### src/hw/rtl/pdc_pkg.sv
`default_nettype none
// ----------------------------------------------------------------------------
// pdc_pkg: shared constants for the PWM period and duty capture block
// Action codes, field widths, reset values and queue sizing.
// ----------------------------------------------------------------------------
package pdc_pkg;

  // Input item fields
  localparam int unsigned ACTION_W        = 2;
  localparam int unsigned CAPTURE_W       = 16;

  // Configuration register
  localparam int unsigned CLOCK_W         = 27;
  localparam logic [CLOCK_W-1:0] CLOCK_HZ_RESET = 27'd32000000;

  // Result item fields
  localparam int unsigned FREQ_W          = 27;
  localparam int unsigned DUTY_W          = 7;
  localparam int unsigned DUTY_MAX        = 100;
  localparam int unsigned SCALE_W         = 7;
  localparam logic [SCALE_W-1:0] DUTY_SCALE = 7'd100;

  // Timer counter width default
  localparam int unsigned COUNT_WIDTH_DEF = 16;

  // Entries between front and back
  localparam int unsigned QUEUE_DEPTH     = 2;

  // Action codes
  localparam logic [ACTION_W-1:0] ACT_RISE    = 2'd0;
  localparam logic [ACTION_W-1:0] ACT_FALL    = 2'd1;
  localparam logic [ACTION_W-1:0] ACT_MEASURE = 2'd2;

  // Divider sequencer
  typedef enum logic [2:0] {
    ST_IDLE = 3'b001,
    ST_DIV  = 3'b010,
    ST_OUT  = 3'b100
  } pdc_state_e;

endpackage
`default_nettype wire

### src/hw/rtl/pdc_if.sv
`default_nettype none
// ----------------------------------------------------------------------------
// pdc_if: valid/ready channels of the PWM period and duty capture block
// One interface for input items, one for result items.
// ----------------------------------------------------------------------------
interface pdc_in_if;
  logic                           valid;
  logic                           ready;
  logic [pdc_pkg::ACTION_W-1:0]   action;
  logic [pdc_pkg::CAPTURE_W-1:0]  capture_count;

  modport source (output valid, action, capture_count, input ready);
  modport sink   (input valid, action, capture_count, output ready);
endinterface

interface pdc_out_if;
  logic                         valid;
  logic                         ready;
  logic [pdc_pkg::FREQ_W-1:0]   frequency_hz;
  logic [pdc_pkg::DUTY_W-1:0]   duty_percent;
  logic                         no_period;

  modport source (output valid, frequency_hz, duty_percent, no_period, input ready);
  modport sink   (input valid, frequency_hz, duty_percent, no_period, output ready);
endinterface
`default_nettype wire

### src/hw/rtl/pdc_front.sv
`default_nettype none
// ----------------------------------------------------------------------------
// pdc_front: capture registers and measure classification
// Takes input transactions, keeps edge counts and the kept period and high
// time, and pushes one measure entry per measure request into the queue.
// ----------------------------------------------------------------------------
module pdc_front #(
  parameter int unsigned COUNT_WIDTH = pdc_pkg::COUNT_WIDTH_DEF
) (
  input  logic                   clk_i,
  input  logic                   rst_ni,
  pdc_in_if.sink                 in_i,
  output logic                   push_o,
  output logic [COUNT_WIDTH-1:0] push_period_o,
  output logic [COUNT_WIDTH-1:0] push_high_o,
  input  logic                   full_i
);
  import pdc_pkg::*;

  logic [COUNT_WIDTH-1:0] rise_new_q, rise_new_d;
  logic [COUNT_WIDTH-1:0] rise_prev_q, rise_prev_d;
  logic [COUNT_WIDTH-1:0] fall_new_q, fall_new_d;
  logic [COUNT_WIDTH-1:0] fall_prev_q, fall_prev_d;
  logic [COUNT_WIDTH-1:0] period_q, period_d;
  logic [COUNT_WIDTH-1:0] high_q, high_d;
  logic [31:0]            cap_wide;
  logic [COUNT_WIDTH-1:0] cap_cnt;
  logic                   accept;
  logic                   no_wrap;

  assign in_i.ready = !full_i;
  assign accept     = in_i.valid && !full_i;
  assign cap_wide   = 32'(in_i.capture_count);
  assign cap_cnt    = cap_wide[COUNT_WIDTH-1:0];
  assign no_wrap    = (rise_prev_q > rise_new_q) && (fall_prev_q > fall_new_q);

  always_comb begin
    rise_new_d  = rise_new_q;
    rise_prev_d = rise_prev_q;
    fall_new_d  = fall_new_q;
    fall_prev_d = fall_prev_q;
    period_d    = period_q;
    high_d      = high_q;
    push_o      = 1'b0;
    if (accept) begin
      unique case (in_i.action)
        ACT_RISE: begin
          rise_prev_d = rise_new_q;
          rise_new_d  = cap_cnt;
        end
        ACT_FALL: begin
          fall_prev_d = fall_new_q;
          fall_new_d  = cap_cnt;
        end
        ACT_MEASURE: begin
          push_o = 1'b1;
          // keep the old values when the timer wrapped between edges
          if (no_wrap) begin
            period_d = rise_prev_q - rise_new_q;
            if (rise_new_q > fall_new_q) begin
              high_d = rise_new_q - fall_new_q;
            end else begin
              high_d = rise_prev_q - fall_new_q;
            end
          end
        end
        default: begin
          push_o = 1'b0;
        end
      endcase
    end
  end

  assign push_period_o = period_d;
  assign push_high_o   = high_d;

  always_ff @(posedge clk_i or negedge rst_ni) begin
    if (!rst_ni) begin
      rise_new_q  <= '0;
      rise_prev_q <= '0;
      fall_new_q  <= '0;
      fall_prev_q <= '0;
      period_q    <= '0;
      high_q      <= '0;
    end else begin
      rise_new_q  <= rise_new_d;
      rise_prev_q <= rise_prev_d;
      fall_new_q  <= fall_new_d;
      fall_prev_q <= fall_prev_d;
      period_q    <= period_d;
      high_q      <= high_d;
    end
  end

endmodule
`default_nettype wire

### src/hw/rtl/pdc_queue.sv
`default_nettype none
// ----------------------------------------------------------------------------
// pdc_queue: short first-in first-out queue of measure entries
// Decouples the capture front from the divider back; head shows directly.
// ----------------------------------------------------------------------------
module pdc_queue #(
  parameter int unsigned COUNT_WIDTH = pdc_pkg::COUNT_WIDTH_DEF
) (
  input  logic                   clk_i,
  input  logic                   rst_ni,
  input  logic                   push_i,
  input  logic [COUNT_WIDTH-1:0] push_period_i,
  input  logic [COUNT_WIDTH-1:0] push_high_i,
  output logic                   full_o,
  input  logic                   pop_i,
  output logic                   valid_o,
  output logic [COUNT_WIDTH-1:0] head_period_o,
  output logic [COUNT_WIDTH-1:0] head_high_o
);
  import pdc_pkg::*;

  localparam int unsigned PTR_W = (QUEUE_DEPTH > 1) ? $clog2(QUEUE_DEPTH) : 1;
  localparam int unsigned CNT_W = $clog2(QUEUE_DEPTH + 1);
  localparam int unsigned DATA_W = 2 * COUNT_WIDTH;

  logic [DATA_W-1:0] mem_q [QUEUE_DEPTH];
  logic [PTR_W-1:0]  wr_ptr_q, wr_ptr_d;
  logic [PTR_W-1:0]  rd_ptr_q, rd_ptr_d;
  logic [CNT_W-1:0]  fill_q, fill_d;
  logic              do_push;
  logic              do_pop;

  assign full_o  = (fill_q == CNT_W'(QUEUE_DEPTH));
  assign valid_o = (fill_q != '0);
  assign do_push = push_i && !full_o;
  assign do_pop  = pop_i && valid_o;

  assign {head_period_o, head_high_o} = mem_q[rd_ptr_q];

  always_comb begin
    wr_ptr_d = wr_ptr_q;
    rd_ptr_d = rd_ptr_q;
    fill_d   = fill_q;
    if (do_push) begin
      wr_ptr_d = (wr_ptr_q == PTR_W'(QUEUE_DEPTH - 1)) ? '0 : wr_ptr_q + 1'b1;
    end
    if (do_pop) begin
      rd_ptr_d = (rd_ptr_q == PTR_W'(QUEUE_DEPTH - 1)) ? '0 : rd_ptr_q + 1'b1;
    end
    priority if (do_push && !do_pop) begin
      fill_d = fill_q + 1'b1;
    end else if (do_pop && !do_push) begin
      fill_d = fill_q - 1'b1;
    end else begin
      fill_d = fill_q;
    end
  end

  always_ff @(posedge clk_i) begin
    if (do_push) begin
      mem_q[wr_ptr_q] <= {push_period_i, push_high_i};
    end
  end

  always_ff @(posedge clk_i or negedge rst_ni) begin
    if (!rst_ni) begin
      wr_ptr_q <= '0;
      rd_ptr_q <= '0;
      fill_q   <= '0;
    end else begin
      wr_ptr_q <= wr_ptr_d;
      rd_ptr_q <= rd_ptr_d;
      fill_q   <= fill_d;
    end
  end

  // the front must never push into a full queue: that entry would be lost
  a_no_push_full: assert property (@(posedge clk_i) disable iff (!rst_ni)
    !(push_i && full_o))
    else $error("measure entry pushed into full queue");

  a_fill_track: assert property (@(posedge clk_i) disable iff (!rst_ni)
    (do_push && !do_pop) |=> (fill_q == $past(fill_q) + 1'b1))
    else $error("queue fill count lost a push");

endmodule
`default_nettype wire

### src/hw/rtl/pdc_back.sv
`default_nettype none
// ----------------------------------------------------------------------------
// pdc_back: frequency and duty divider with result register
// Pops one measure entry, runs two restoring dividers side by side (clock
// over period, high time times 100 over period, skipped for a zero period), and holds the result.
// ----------------------------------------------------------------------------
module pdc_back #(
  parameter int unsigned COUNT_WIDTH = pdc_pkg::COUNT_WIDTH_DEF
) (
  input  logic                          clk_i,
  input  logic                          rst_ni,
  input  logic                          q_valid_i,
  input  logic [COUNT_WIDTH-1:0]        q_period_i,
  input  logic [COUNT_WIDTH-1:0]        q_high_i,
  output logic                          q_pop_o,
  input  logic [pdc_pkg::CLOCK_W-1:0]   clock_hz_i,
  pdc_out_if.source                     out_o
);
  import pdc_pkg::*;

  localparam int unsigned PROD_W = COUNT_WIDTH + SCALE_W;
  localparam int unsigned DW     = (PROD_W > CLOCK_W) ? PROD_W : CLOCK_W;
  localparam int unsigned CNT_W  = $clog2(DW + 1);

  pdc_state_e             state_q, state_d;
  logic [DW-1:0]          fq_q, fq_d;
  logic [COUNT_WIDTH-1:0] fr_q, fr_d;
  logic [DW-1:0]          dq_q, dq_d;
  logic [COUNT_WIDTH-1:0] dr_q, dr_d;
  logic [COUNT_WIDTH-1:0] div_q, div_d;
  logic [CNT_W-1:0]       cnt_q, cnt_d;
  logic                   nop_q, nop_d;
  logic [COUNT_WIDTH:0]   f_sh, d_sh, div_ext;
  logic [COUNT_WIDTH:0]   f_sub, d_sub;
  logic [PROD_W-1:0]      high_scaled;

  assign div_ext     = {1'b0, div_q};
  assign f_sh        = {fr_q, fq_q[DW-1]};
  assign d_sh        = {dr_q, dq_q[DW-1]};
  assign f_sub       = f_sh - div_ext;
  assign d_sub       = d_sh - div_ext;
  assign high_scaled = PROD_W'(q_high_i) * PROD_W'(DUTY_SCALE);

  assign q_pop_o = (state_q == ST_IDLE) && q_valid_i;

  always_comb begin
    state_d = state_q;
    fq_d    = fq_q;
    fr_d    = fr_q;
    dq_d    = dq_q;
    dr_d    = dr_q;
    div_d   = div_q;
    cnt_d   = cnt_q;
    nop_d   = nop_q;
    unique case (state_q)
      ST_IDLE: begin
        if (q_valid_i) begin
          fr_d  = '0;
          dr_d  = '0;
          div_d = q_period_i;
          cnt_d = CNT_W'(DW);
          if (q_period_i == '0) begin
            // no period known: give zeros straight away
            fq_d    = '0;
            dq_d    = '0;
            nop_d   = 1'b1;
            state_d = ST_OUT;
          end else begin
            fq_d    = DW'(clock_hz_i);
            dq_d    = DW'(high_scaled);
            nop_d   = 1'b0;
            state_d = ST_DIV;
          end
        end
      end
      ST_DIV: begin
        // one quotient bit per cycle in each lane
        if (f_sh >= div_ext) begin
          fr_d = f_sub[COUNT_WIDTH-1:0];
          fq_d = {fq_q[DW-2:0], 1'b1};
        end else begin
          fr_d = f_sh[COUNT_WIDTH-1:0];
          fq_d = {fq_q[DW-2:0], 1'b0};
        end
        if (d_sh >= div_ext) begin
          dr_d = d_sub[COUNT_WIDTH-1:0];
          dq_d = {dq_q[DW-2:0], 1'b1};
        end else begin
          dr_d = d_sh[COUNT_WIDTH-1:0];
          dq_d = {dq_q[DW-2:0], 1'b0};
        end
        cnt_d = cnt_q - 1'b1;
        if (cnt_q == CNT_W'(1)) begin
          state_d = ST_OUT;
        end
      end
      ST_OUT: begin
        if (out_o.ready) begin
          state_d = ST_IDLE;
        end
      end
      default: begin
        state_d = ST_IDLE;
      end
    endcase
  end

  assign out_o.valid        = (state_q == ST_OUT);
  assign out_o.frequency_hz = fq_q[FREQ_W-1:0];
  assign out_o.duty_percent = (dq_q > DW'(DUTY_MAX)) ? DUTY_W'(DUTY_MAX) : dq_q[DUTY_W-1:0];
  assign out_o.no_period    = nop_q;

  always_ff @(posedge clk_i) begin
    fq_q  <= fq_d;
    fr_q  <= fr_d;
    dq_q  <= dq_d;
    dr_q  <= dr_d;
    div_q <= div_d;
    nop_q <= nop_d;
  end

  always_ff @(posedge clk_i or negedge rst_ni) begin
    if (!rst_ni) begin
      state_q <= ST_IDLE;
      cnt_q   <= '0;
    end else begin
      state_q <= state_d;
      cnt_q   <= cnt_d;
    end
  end

  a_pop_idle: assert property (@(posedge clk_i) disable iff (!rst_ni)
    q_pop_o |=> (state_q == ST_DIV || state_q == ST_OUT))
    else $error("popped entry did not start the divider");

  a_nop_zero: assert property (@(posedge clk_i) disable iff (!rst_ni)
    (out_o.valid && out_o.no_period) |->
      (out_o.frequency_hz == '0 && out_o.duty_percent == '0))
    else $error("result without period carries nonzero values");

endmodule
`default_nettype wire

### src/hw/rtl/pwm_period_duty_capture_top.sv
`default_nettype none
// ----------------------------------------------------------------------------
// pwm_period_duty_capture_top: PWM frequency and duty measurement
// Input transactions on in_i carry a rising capture, a falling capture or a
// measure request with a down-counter value. A capture transaction updates
// the edge registers and gives no result. A measure transaction goes into a
// two-entry queue; the divider back end pops it, makes DW quotient bits
// (DW = max(27, COUNT_WIDTH + 7)) and then shows one result transaction on
// out_o: frequency_hz, duty_percent and no_period. The divider makes one
// quotient bit per cycle and pops no new measure until the result is taken;
// a zero period skips the divider. in_i stays ready while the queue has
// room, so captures and up to two measures are taken while a result waits
// for out_o.ready; a stalled result holds its values. cfg_we_i writes the
// timer clock rate in hertz from cfg_wdata_i; write it only while no measure
// is in flight.
// Reset clears all counts, the kept period and high time and the queue,
// returns the divider to idle, and sets the clock rate to 32000000.
// ----------------------------------------------------------------------------
module pwm_period_duty_capture_top #(
  parameter int unsigned COUNT_WIDTH = pdc_pkg::COUNT_WIDTH_DEF
) (
  input  logic                         clk_i,
  input  logic                         rst_ni,
  pdc_in_if.sink                       in_i,
  pdc_out_if.source                    out_o,
  input  logic                         cfg_we_i,
  input  logic [pdc_pkg::CLOCK_W-1:0]  cfg_wdata_i
);
  import pdc_pkg::*;

  logic [CLOCK_W-1:0]     clock_hz_q;
  logic                   push;
  logic [COUNT_WIDTH-1:0] push_period;
  logic [COUNT_WIDTH-1:0] push_high;
  logic                   full;
  logic                   pop;
  logic                   head_valid;
  logic [COUNT_WIDTH-1:0] head_period;
  logic [COUNT_WIDTH-1:0] head_high;

  always_ff @(posedge clk_i or negedge rst_ni) begin
    if (!rst_ni) begin
      clock_hz_q <= CLOCK_HZ_RESET;
    end else if (cfg_we_i) begin
      clock_hz_q <= cfg_wdata_i;
    end
  end

  pdc_front #(.COUNT_WIDTH(COUNT_WIDTH)) u_front (
    .clk_i         (clk_i),
    .rst_ni        (rst_ni),
    .in_i          (in_i),
    .push_o        (push),
    .push_period_o (push_period),
    .push_high_o   (push_high),
    .full_i        (full)
  );

  pdc_queue #(.COUNT_WIDTH(COUNT_WIDTH)) u_queue (
    .clk_i         (clk_i),
    .rst_ni        (rst_ni),
    .push_i        (push),
    .push_period_i (push_period),
    .push_high_i   (push_high),
    .full_o        (full),
    .pop_i         (pop),
    .valid_o       (head_valid),
    .head_period_o (head_period),
    .head_high_o   (head_high)
  );

  pdc_back #(.COUNT_WIDTH(COUNT_WIDTH)) u_back (
    .clk_i      (clk_i),
    .rst_ni     (rst_ni),
    .q_valid_i  (head_valid),
    .q_period_i (head_period),
    .q_high_i   (head_high),
    .q_pop_o    (pop),
    .clock_hz_i (clock_hz_q),
    .out_o      (out_o)
  );

endmodule
`default_nettype wire

### src/flat_wrapper.sv
// flat-port wrapper written by rule: the top's interface ports become plain ports
module pwm_period_duty_capture_top_flat import pdc_pkg::*;
#(
  parameter int unsigned COUNT_WIDTH = pdc_pkg::COUNT_WIDTH_DEF
)
  (clk_i, rst_ni, cfg_we_i, cfg_wdata_i, in_i_valid, in_i_action, in_i_capture_count, in_i_ready, out_o_valid, out_o_frequency_hz, out_o_duty_percent, out_o_no_period, out_o_ready);
  pdc_in_if in_i_i ();
  pdc_out_if out_o_i ();
  input  logic clk_i;
  input  logic rst_ni;
  input  logic cfg_we_i;
  input  logic [pdc_pkg::CLOCK_W-1:0] cfg_wdata_i;
  input wire logic [$bits(in_i_i.valid)-1:0] in_i_valid;
  input wire logic [$bits(in_i_i.action)-1:0] in_i_action;
  input wire logic [$bits(in_i_i.capture_count)-1:0] in_i_capture_count;
  output wire logic [$bits(in_i_i.ready)-1:0] in_i_ready;
  output wire logic [$bits(out_o_i.valid)-1:0] out_o_valid;
  output wire logic [$bits(out_o_i.frequency_hz)-1:0] out_o_frequency_hz;
  output wire logic [$bits(out_o_i.duty_percent)-1:0] out_o_duty_percent;
  output wire logic [$bits(out_o_i.no_period)-1:0] out_o_no_period;
  input wire logic [$bits(out_o_i.ready)-1:0] out_o_ready;
  assign in_i_i.valid = in_i_valid;
  assign in_i_i.action = in_i_action;
  assign in_i_i.capture_count = in_i_capture_count;
  assign in_i_ready = in_i_i.ready;
  assign out_o_valid = out_o_i.valid;
  assign out_o_frequency_hz = out_o_i.frequency_hz;
  assign out_o_duty_percent = out_o_i.duty_percent;
  assign out_o_no_period = out_o_i.no_period;
  assign out_o_i.ready = out_o_ready;
  pwm_period_duty_capture_top #(.COUNT_WIDTH(COUNT_WIDTH)) u_core (.clk_i(clk_i), .rst_ni(rst_ni), .in_i(in_i_i), .out_o(out_o_i), .cfg_we_i(cfg_we_i), .cfg_wdata_i(cfg_wdata_i));
endmodule
### config.mk
export PLATFORM = sky130hd
export DESIGN_NAME = pwm_period_duty_capture_top_flat
export DESIGN_NICKNAME = d
export VERILOG_FILES = /design/src/hw/rtl/pdc_pkg.sv /design/src/hw/rtl/pdc_if.sv /design/src/hw/rtl/pdc_front.sv /design/src/hw/rtl/pdc_queue.sv /design/src/hw/rtl/pdc_back.sv /design/src/hw/rtl/pwm_period_duty_capture_top.sv /design/src/flat_wrapper.sv
export SDC_FILE = /design/constraint.sdc
export NUM_CORES = 1
export LEC_CHECK = 0
export CAP_MARGIN = 30
export CORE_MARGIN = 4
export CORE_UTILIZATION = 60
export CTS_BUF_LIST = sky130_fd_sc_hd__clkbuf_8
export DETAILED_ROUTE_END_ITERATION = 6
export DONT_BUFFER_PORTS = 1
export GPL_ROUTABILITY_DRIVEN = 0
export PLACE_DENSITY = 0.88
export REMOVE_ABC_BUFFERS = 1
export SYNTH_ARGS = -nofsm -noshare
export SYNTH_HDL_FRONTEND = slang
export SYNTH_SLANG_ARGS = --single-unit
### constraint.sdc
create_clock -name clk_i -period 6.6 [get_ports clk_i]
set_clock_uncertainty 0.15 [all_clocks]
set_input_delay 0.33 -clock clk_i [delete_from_list [all_inputs] [get_ports clk_i]]
set_output_delay 0.33 -clock clk_i [all_outputs]
set_load 0.01 [all_outputs]
# After elaboration in Yosys (flattened, before gate mapping)
# Memories as Yosys holds them, arrays and structs flattened.
# Cells that the tools add are included.
# W data, S select, Z words.
[totals] output_inout_bits=37 wordCells=103 register_bits=238 ramBits=64 in_bits=50 n_memories=1
[memory_table] memory="u_core.u_queue.mem_q" depth=2 width=32 read_ports=1 rd_clocked_by_memory_dff=0 write_ports=1 line_no="pdc_queue.sv:26" text="logic [DATA_W-1:0] mem_q [QUEUE_DEPTH];"
[classes] multipliers=1 n_reduce_logical=20 n_eq_ne=10 n_addsub=10 n_mux=37 n_lt_le_gt_ge=6
[op_table] cell="$mux W16" n=10
[op_table] cell="$pmux W27 S2" n=2
[op_table] cell="$mux W27" n=3
[op_table] cell="$sub A16 B16 Y16" n=5
[op_table] cell="$pmux W16 S2" n=2
[op_table] cell="$gt A16 B16 Y1" n=3
[op_table] cell="$ge A17 B16 Y1" n=2
[op_table] cell="$gt A27 B7 Y1 const B" n=1
[op_table] cell="$mux W23" n=1
[op_table] cell="$mul A16 B5 Y21 const B" n=1
[op_table] cell="$logic_not A16 Y1" n=1
[op_table] cell="$mux W3" n=4
[op_table] cell="$pmux W5 S2" n=1
[op_table] cell="$mux W1" n=9
[op_table] cell="$pmux W3 S3" n=1
[op_table] cell="$reduce_and A2 Y1" n=4
[op_table] cell="$logic_and A1 B1 Y1" n=7
[op_table] cell="$mux W7" n=1
[op_table] cell="$reduce_bool A2 Y1" n=3
[op_table] cell="$eq A5 B1 Y1 const B" n=1
[op_table] cell="$mux W5" n=1
[op_table] cell="$sub A5 B1 Y5 const B" n=1
[op_table] cell="$eq A2 B2 Y1 const B" n=2
[op_table] cell="$mux W2" n=2
[op_table] cell="other kinds (12)" n=16

# Depth between registers and ports, before layout
[logic_depth] ltp_word=9 depth_mapped=19 depth_no_buf=15

# Modules after synthesis
# From an unflattened synthesis, not the netlist that was laid out.
[hier_totals] cells_unflattened=1711 area_unflattened_um2=18410.2
[by_module_without_submodules] module="pdc_back" cells_per_inst=860 instances=1 area_each_um2=8195.4 seq_area_each_um2=3294.4
[by_module_without_submodules] module="pdc_front" cells_per_inst=675 instances=1 area_each_um2=6437.4 seq_area_each_um2=2402.3
[by_module_without_submodules] module="pdc_queue" cells_per_inst=119 instances=1 area_each_um2=2662.6 seq_area_each_um2=2021.9
[by_module_without_submodules] module="pwm_period_duty_capture_top" cells_per_inst=57 instances=1 area_each_um2=1114.8 seq_area_each_um2=684.4

# Worst setup path after synthesis
# OpenSTA, ideal clock, no wires.
[synth_timing] path_type="flip-flop to flip-flop" from="register u_core.u_queue.rd_ptr_q" to="register u_core.u_back.dq_q[22] (data pin)" path_stages_with_launch=20 required_ps=6183 path_slack_ps=1893 setup_time_ps=267 n_path_buf=4 synth_period_minus_slack_ps=4707 arrival_ps=4290 path_cell_list="dfrtp_1 -> buf_2 -> buf_2 -> buf_1 -> buf_2 -> mux2i_1 -> inv_1 -> ha_1 -> ha_1 -> inv_1 -> fa_1 -> inv_1 -> ha_1 -> a21oi_1 -> a21oi_1 -> a41oi_1 -> a21oi_1 -> a311oi_1 -> xor2_1 -> o31ai_1"
[synth_between] elab_chain_cells=5 elab_cells_between_ends=6 cone_classes="mul (1); mux (3); reduce/logical (1); memory (1)"
[synth_rtl] element="start, declared" line_no="pdc_queue.sv:28" text="logic [PTR_W-1:0] rd_ptr_q, rd_ptr_d;"
[synth_rtl] element="start signal, assigned" line_no="pdc_queue.sv:72" text="rd_ptr_q <= rd_ptr_d;"
[synth_rtl] element="$mem_v2 Z2 W32 *"
[synth_rtl] element="$mul A16 B5 Y21 / $logic_not A16 Y1 (equally long branches)" line_no="pdc_back.sv:42, pdc_back.sv:62"
[synth_rtl] element="$mux W23 *" line_no="pdc_back.sv:62" text="if (q_period_i == '0) begin"
[synth_rtl] element="$mux W27 *" line_no="pdc_back.sv:57" text="if (q_valid_i) begin"
[synth_rtl] element="$pmux W27 S2 *" line_no="pdc_back.sv:55" text="unique case (state_q)"
[synth_rtl] element="net u_core.u_back.dq_d[22]" line_no="pdc_back.sv:28" text="logic [DW-1:0] dq_q, dq_d;"
[synth_rtl] element="end signal, assigned" line_no="pdc_back.sv:116" text="dq_q <= dq_d;"
[synth_rtl] element="end, declared" line_no="pdc_back.sv:28"
# The timed path passes the listed nets; every way through them passes the cells marked *. The select of a mux whose other input is x is not followed.
# A chain may end at the register's enable or synchronous reset.

# Final worst setup path
# Ends and elaborated chain as after synthesis.

==> metrics.txt <==
complex-gate fraction of the synthesized area 0.135; xor and xnor area share after synthesis 0.0360; synth top area cells edfxtp_1 28%, dfrtp_1 18%, ha_1 11%; Synth Cell Area between 15,000 and 20,000 sq um; I/O Buffers 0; Rel. slew slack 0.445; routed len/inst roughly 18 microns; worst hold start in_i_action[0]; post-CTS setup buffer count 0; vias per cell roughly 6; RSZ-0062 raised after global routing false; DRT Pass-1 Iters 5; Die Ht around 180 microns; Post-Synth Simple-Gate Area 0.119; Antenna diodes 0; WS Path Type flop to flop; final setup TNS 0 ns; CP Data Required Time ~6.7 ns; Adder-Cell Fraction of Synth Area 0.124; DIE AREA between 30,000 and 40,000 sq um; core area ~29,000 sq um; post-synth top area share 0.282; Skew-Pair Late Insertion Delay between 0.5 and 0.6 ns; initial antenna violation count 0; die span in x about 180 microns; post-synth top area cell edfxtp_1; total track usage 0.243; Nets a little under 2,000; share of layout cells above drive strength 1 0.122; type of the worst min-delay path input port to flop; Setup crit start kind flop; Hold Path Depth 4; # setup viols final 0; FMAX between 0.15 and 0.2 GHz; reg-to-reg setup timing slack around 1.3 ns; Top-Level Pins slightly below 90; minimum clock period around 5.3 ns; mux share of post-synthesis cell area 0.0720; largest net degree at the start of global routing 136; Worst Hold End u_core.u_front.fall_prev_q[2]; ANT nets after route 0; cell row count between 60 and 70; CTS Root Cell clkbuf_8; Worst Tran Pin Value around 0.83 ns; vias in the first global route 13,300; GR Overflow Total 0; most common cell in the netlist nand2_1; Gate Count Post-Synth roughly 1,600; Synth Warn # 0; FF-to-FF Start u_core.u_queue.rd_ptr_q; Post-synth EDFFs between 150 and 200; HPWL Detailed ~27,000 microns; ys async rst share 0.447; Hold Fails Final Rpt 0; Worst Reg-to-Reg Cells 14; sequential area share after synthesis 0.473; Initial Util 0.614; CTS Buf Count 48; CTS Buffer Depth 3; r2r endpoint u_core.u_back.dq_q[22]; via count roughly 13,000; Netlist cell types just over 80; total of max-cap violations 0; FF+latch count, synth between 300 and 400; Max Fanout on Critical Path 20; Post-synth top flop edfxtp_1; area grow syn2layout 11.9%; DRC Markers 0; Synth top cells by count 190 x nand2_1, 167 x edfxtp_1, 150 x ha_1, 132 x inv_1, 132 x o21ai_0; Hold Slack around 0.14 ns; largest family of logic cells by synthesized area compound AO/OA/AOI/OAI gates; TritonCTS clock tree built; endpoint type of the worst setup path flop; Slew Limit Fails 0; first-pass GRT wire length between 60,000 and 70,000 microns; Starting DRT DRC Count 988; Worst-path clk slew around 0.060 ns; CP Data Arrival Time 5.39 ns; clock sink total about 300; H-Tree Depth 2; drt total wl 39,600 microns; Syn Area/Cell ~11 sq um; Final period util 0.796; outcome finished clean
==> cells in the final DEF, fill, tap and decap left out, drive strengths merged, types with 12 or more instances in the layout <==
cell / synthesis / final
a21o: 24 / 24
a21oi: 74 / 74
and3: 15 / 15
buf: 21 / 12
clkbuf: 29 / 59
dfrtp: 127 / 127
dlygate4sd3: 0 / 75
edfxtp: 167 / 167
fa: 16 / 16
ha: 150 / 150
inv: 132 / 152
mux2: 86 / 86
mux2i: 31 / 31
nand2: 191 / 191
nand3: 20 / 20
nand4: 13 / 13
nor2: 83 / 83
nor2b: 22 / 22
nor3: 30 / 30
nor4: 14 / 14
o21a: 21 / 21
o21ai: 137 / 137
o31ai: 16 / 16
or3: 19 / 19
xnor2: 39 / 39
xor2: 34 / 34
==> cell families after synthesis <==
logic type | count (synthesis)
buffers and inverters | 182
flip-flops | 302
AND/OR/NAND/NOR | 449
multiplexers | 117
AO/OA/AOI/OAI | 359
adder cells (fa/ha/maj) | 166
XOR/XNOR | 73
==> worst max-delay path by stage <==
stage                                  startpoint                     end  cells past startpoint
after global placement    u_core.u_queue.rd_ptr_q  u_core.u_back.dq_q[22]                     14
after detailed placement  u_core.u_queue.rd_ptr_q  u_core.u_back.dq_q[22]                     14
after floorplan           u_core.u_queue.rd_ptr_q  u_core.u_back.dq_q[22]                     15
after CTS                 u_core.u_queue.rd_ptr_q  u_core.u_back.dq_q[22]                     14
after global routing      u_core.u_queue.rd_ptr_q  u_core.u_back.dq_q[22]                     14
final                     u_core.u_queue.rd_ptr_q  u_core.u_back.dq_q[22]                     14
==> registers in the layout (all words and copies together) (netlist names) <==
name and cells:
u_core.u_back.dr_q 16, u_core.u_front.high_q 16, u_core.clock_hz_q 27, u_core.u_front.fall_prev_q 16
u_core.u_back.state_q 3, u_core.u_queue.wr_ptr_q 1, u_core.u_front.rise_new_q 16, u_core.u_back.out_o.frequency_hz 27
u_core.u_queue.fill_q 2, u_core.u_queue.mem_q 64, u_core.u_front.fall_new_q 16, u_core.u_back.fr_q 16
u_core.u_front.period_q 16, u_core.u_back.div_q 16, u_core.u_back.dq_q 27, u_core.u_front.rise_prev_q 16
u_core.u_queue.rd_ptr_q 1, u_core.u_back.cnt_q 5, u_core.u_back.out_o.no_period 1
==> final cells by class <==
class	instances	area, sq um
flip-flops and latches	302	8400
well taps	384	480
fillers	1973	9060
clock inverters	31	185
repair buffers	87	861
multi-input cells	1164	8640
inverters	132	495
clock buffers	59	812
==> metal layers <==
| layer | track usage | up-vias | wire [microns] |
|---|---|---|---|
| met5 | 0 | - | 0 |
| met4 | 0.0729 | 0 | 1040 |
| met3 | 0.0432 | 87 | 2500 |
| met2 | 0.425 | 460 | 19500 |
| met1 | 0.310 | 6254 | 16500 |
| li1 | - | 6096 | - |
==> what timing repair did <==
action,4_1_cts,5_1_grt
gates resized for setup,0,0
endpoints found under the hold margin,196,0
hold buffers,76,0
==> worst max-delay path, cell delays in order, from the launching register on <==
cell and delay (ns):
dfrtp_1 0.84, buf_4 0.38, mux2_2 0.41, ha_1 0.32
ha_1 0.32, fa_1 0.46, ha_1 0.36, nor2b_1 0.17
o31ai_1 0.37, a21oi_1 0.18, a41oi_1 0.27, a21oi_1 0.15
a311oi_1 0.34, xor2_1 0.18, o31ai_1 0.07
==> per-stage QoR <==
stage	cells	setup slack [ns]	cell area [sq um]	util
after floorplan	1598	1.77	17500	-
after global placement	1993	1.54	18100	0.625
after detailed placement	1993	1.33	18100	0.625
after CTS	2159	1.34	19900	0.687
after global routing	2159	1.06	19900	0.687
final	2159	1.35	19900	0.687
Power is left out: the tool's default activity adds up to more than one toggle a clock period on the data nets, which glitch-free logic cannot reach.
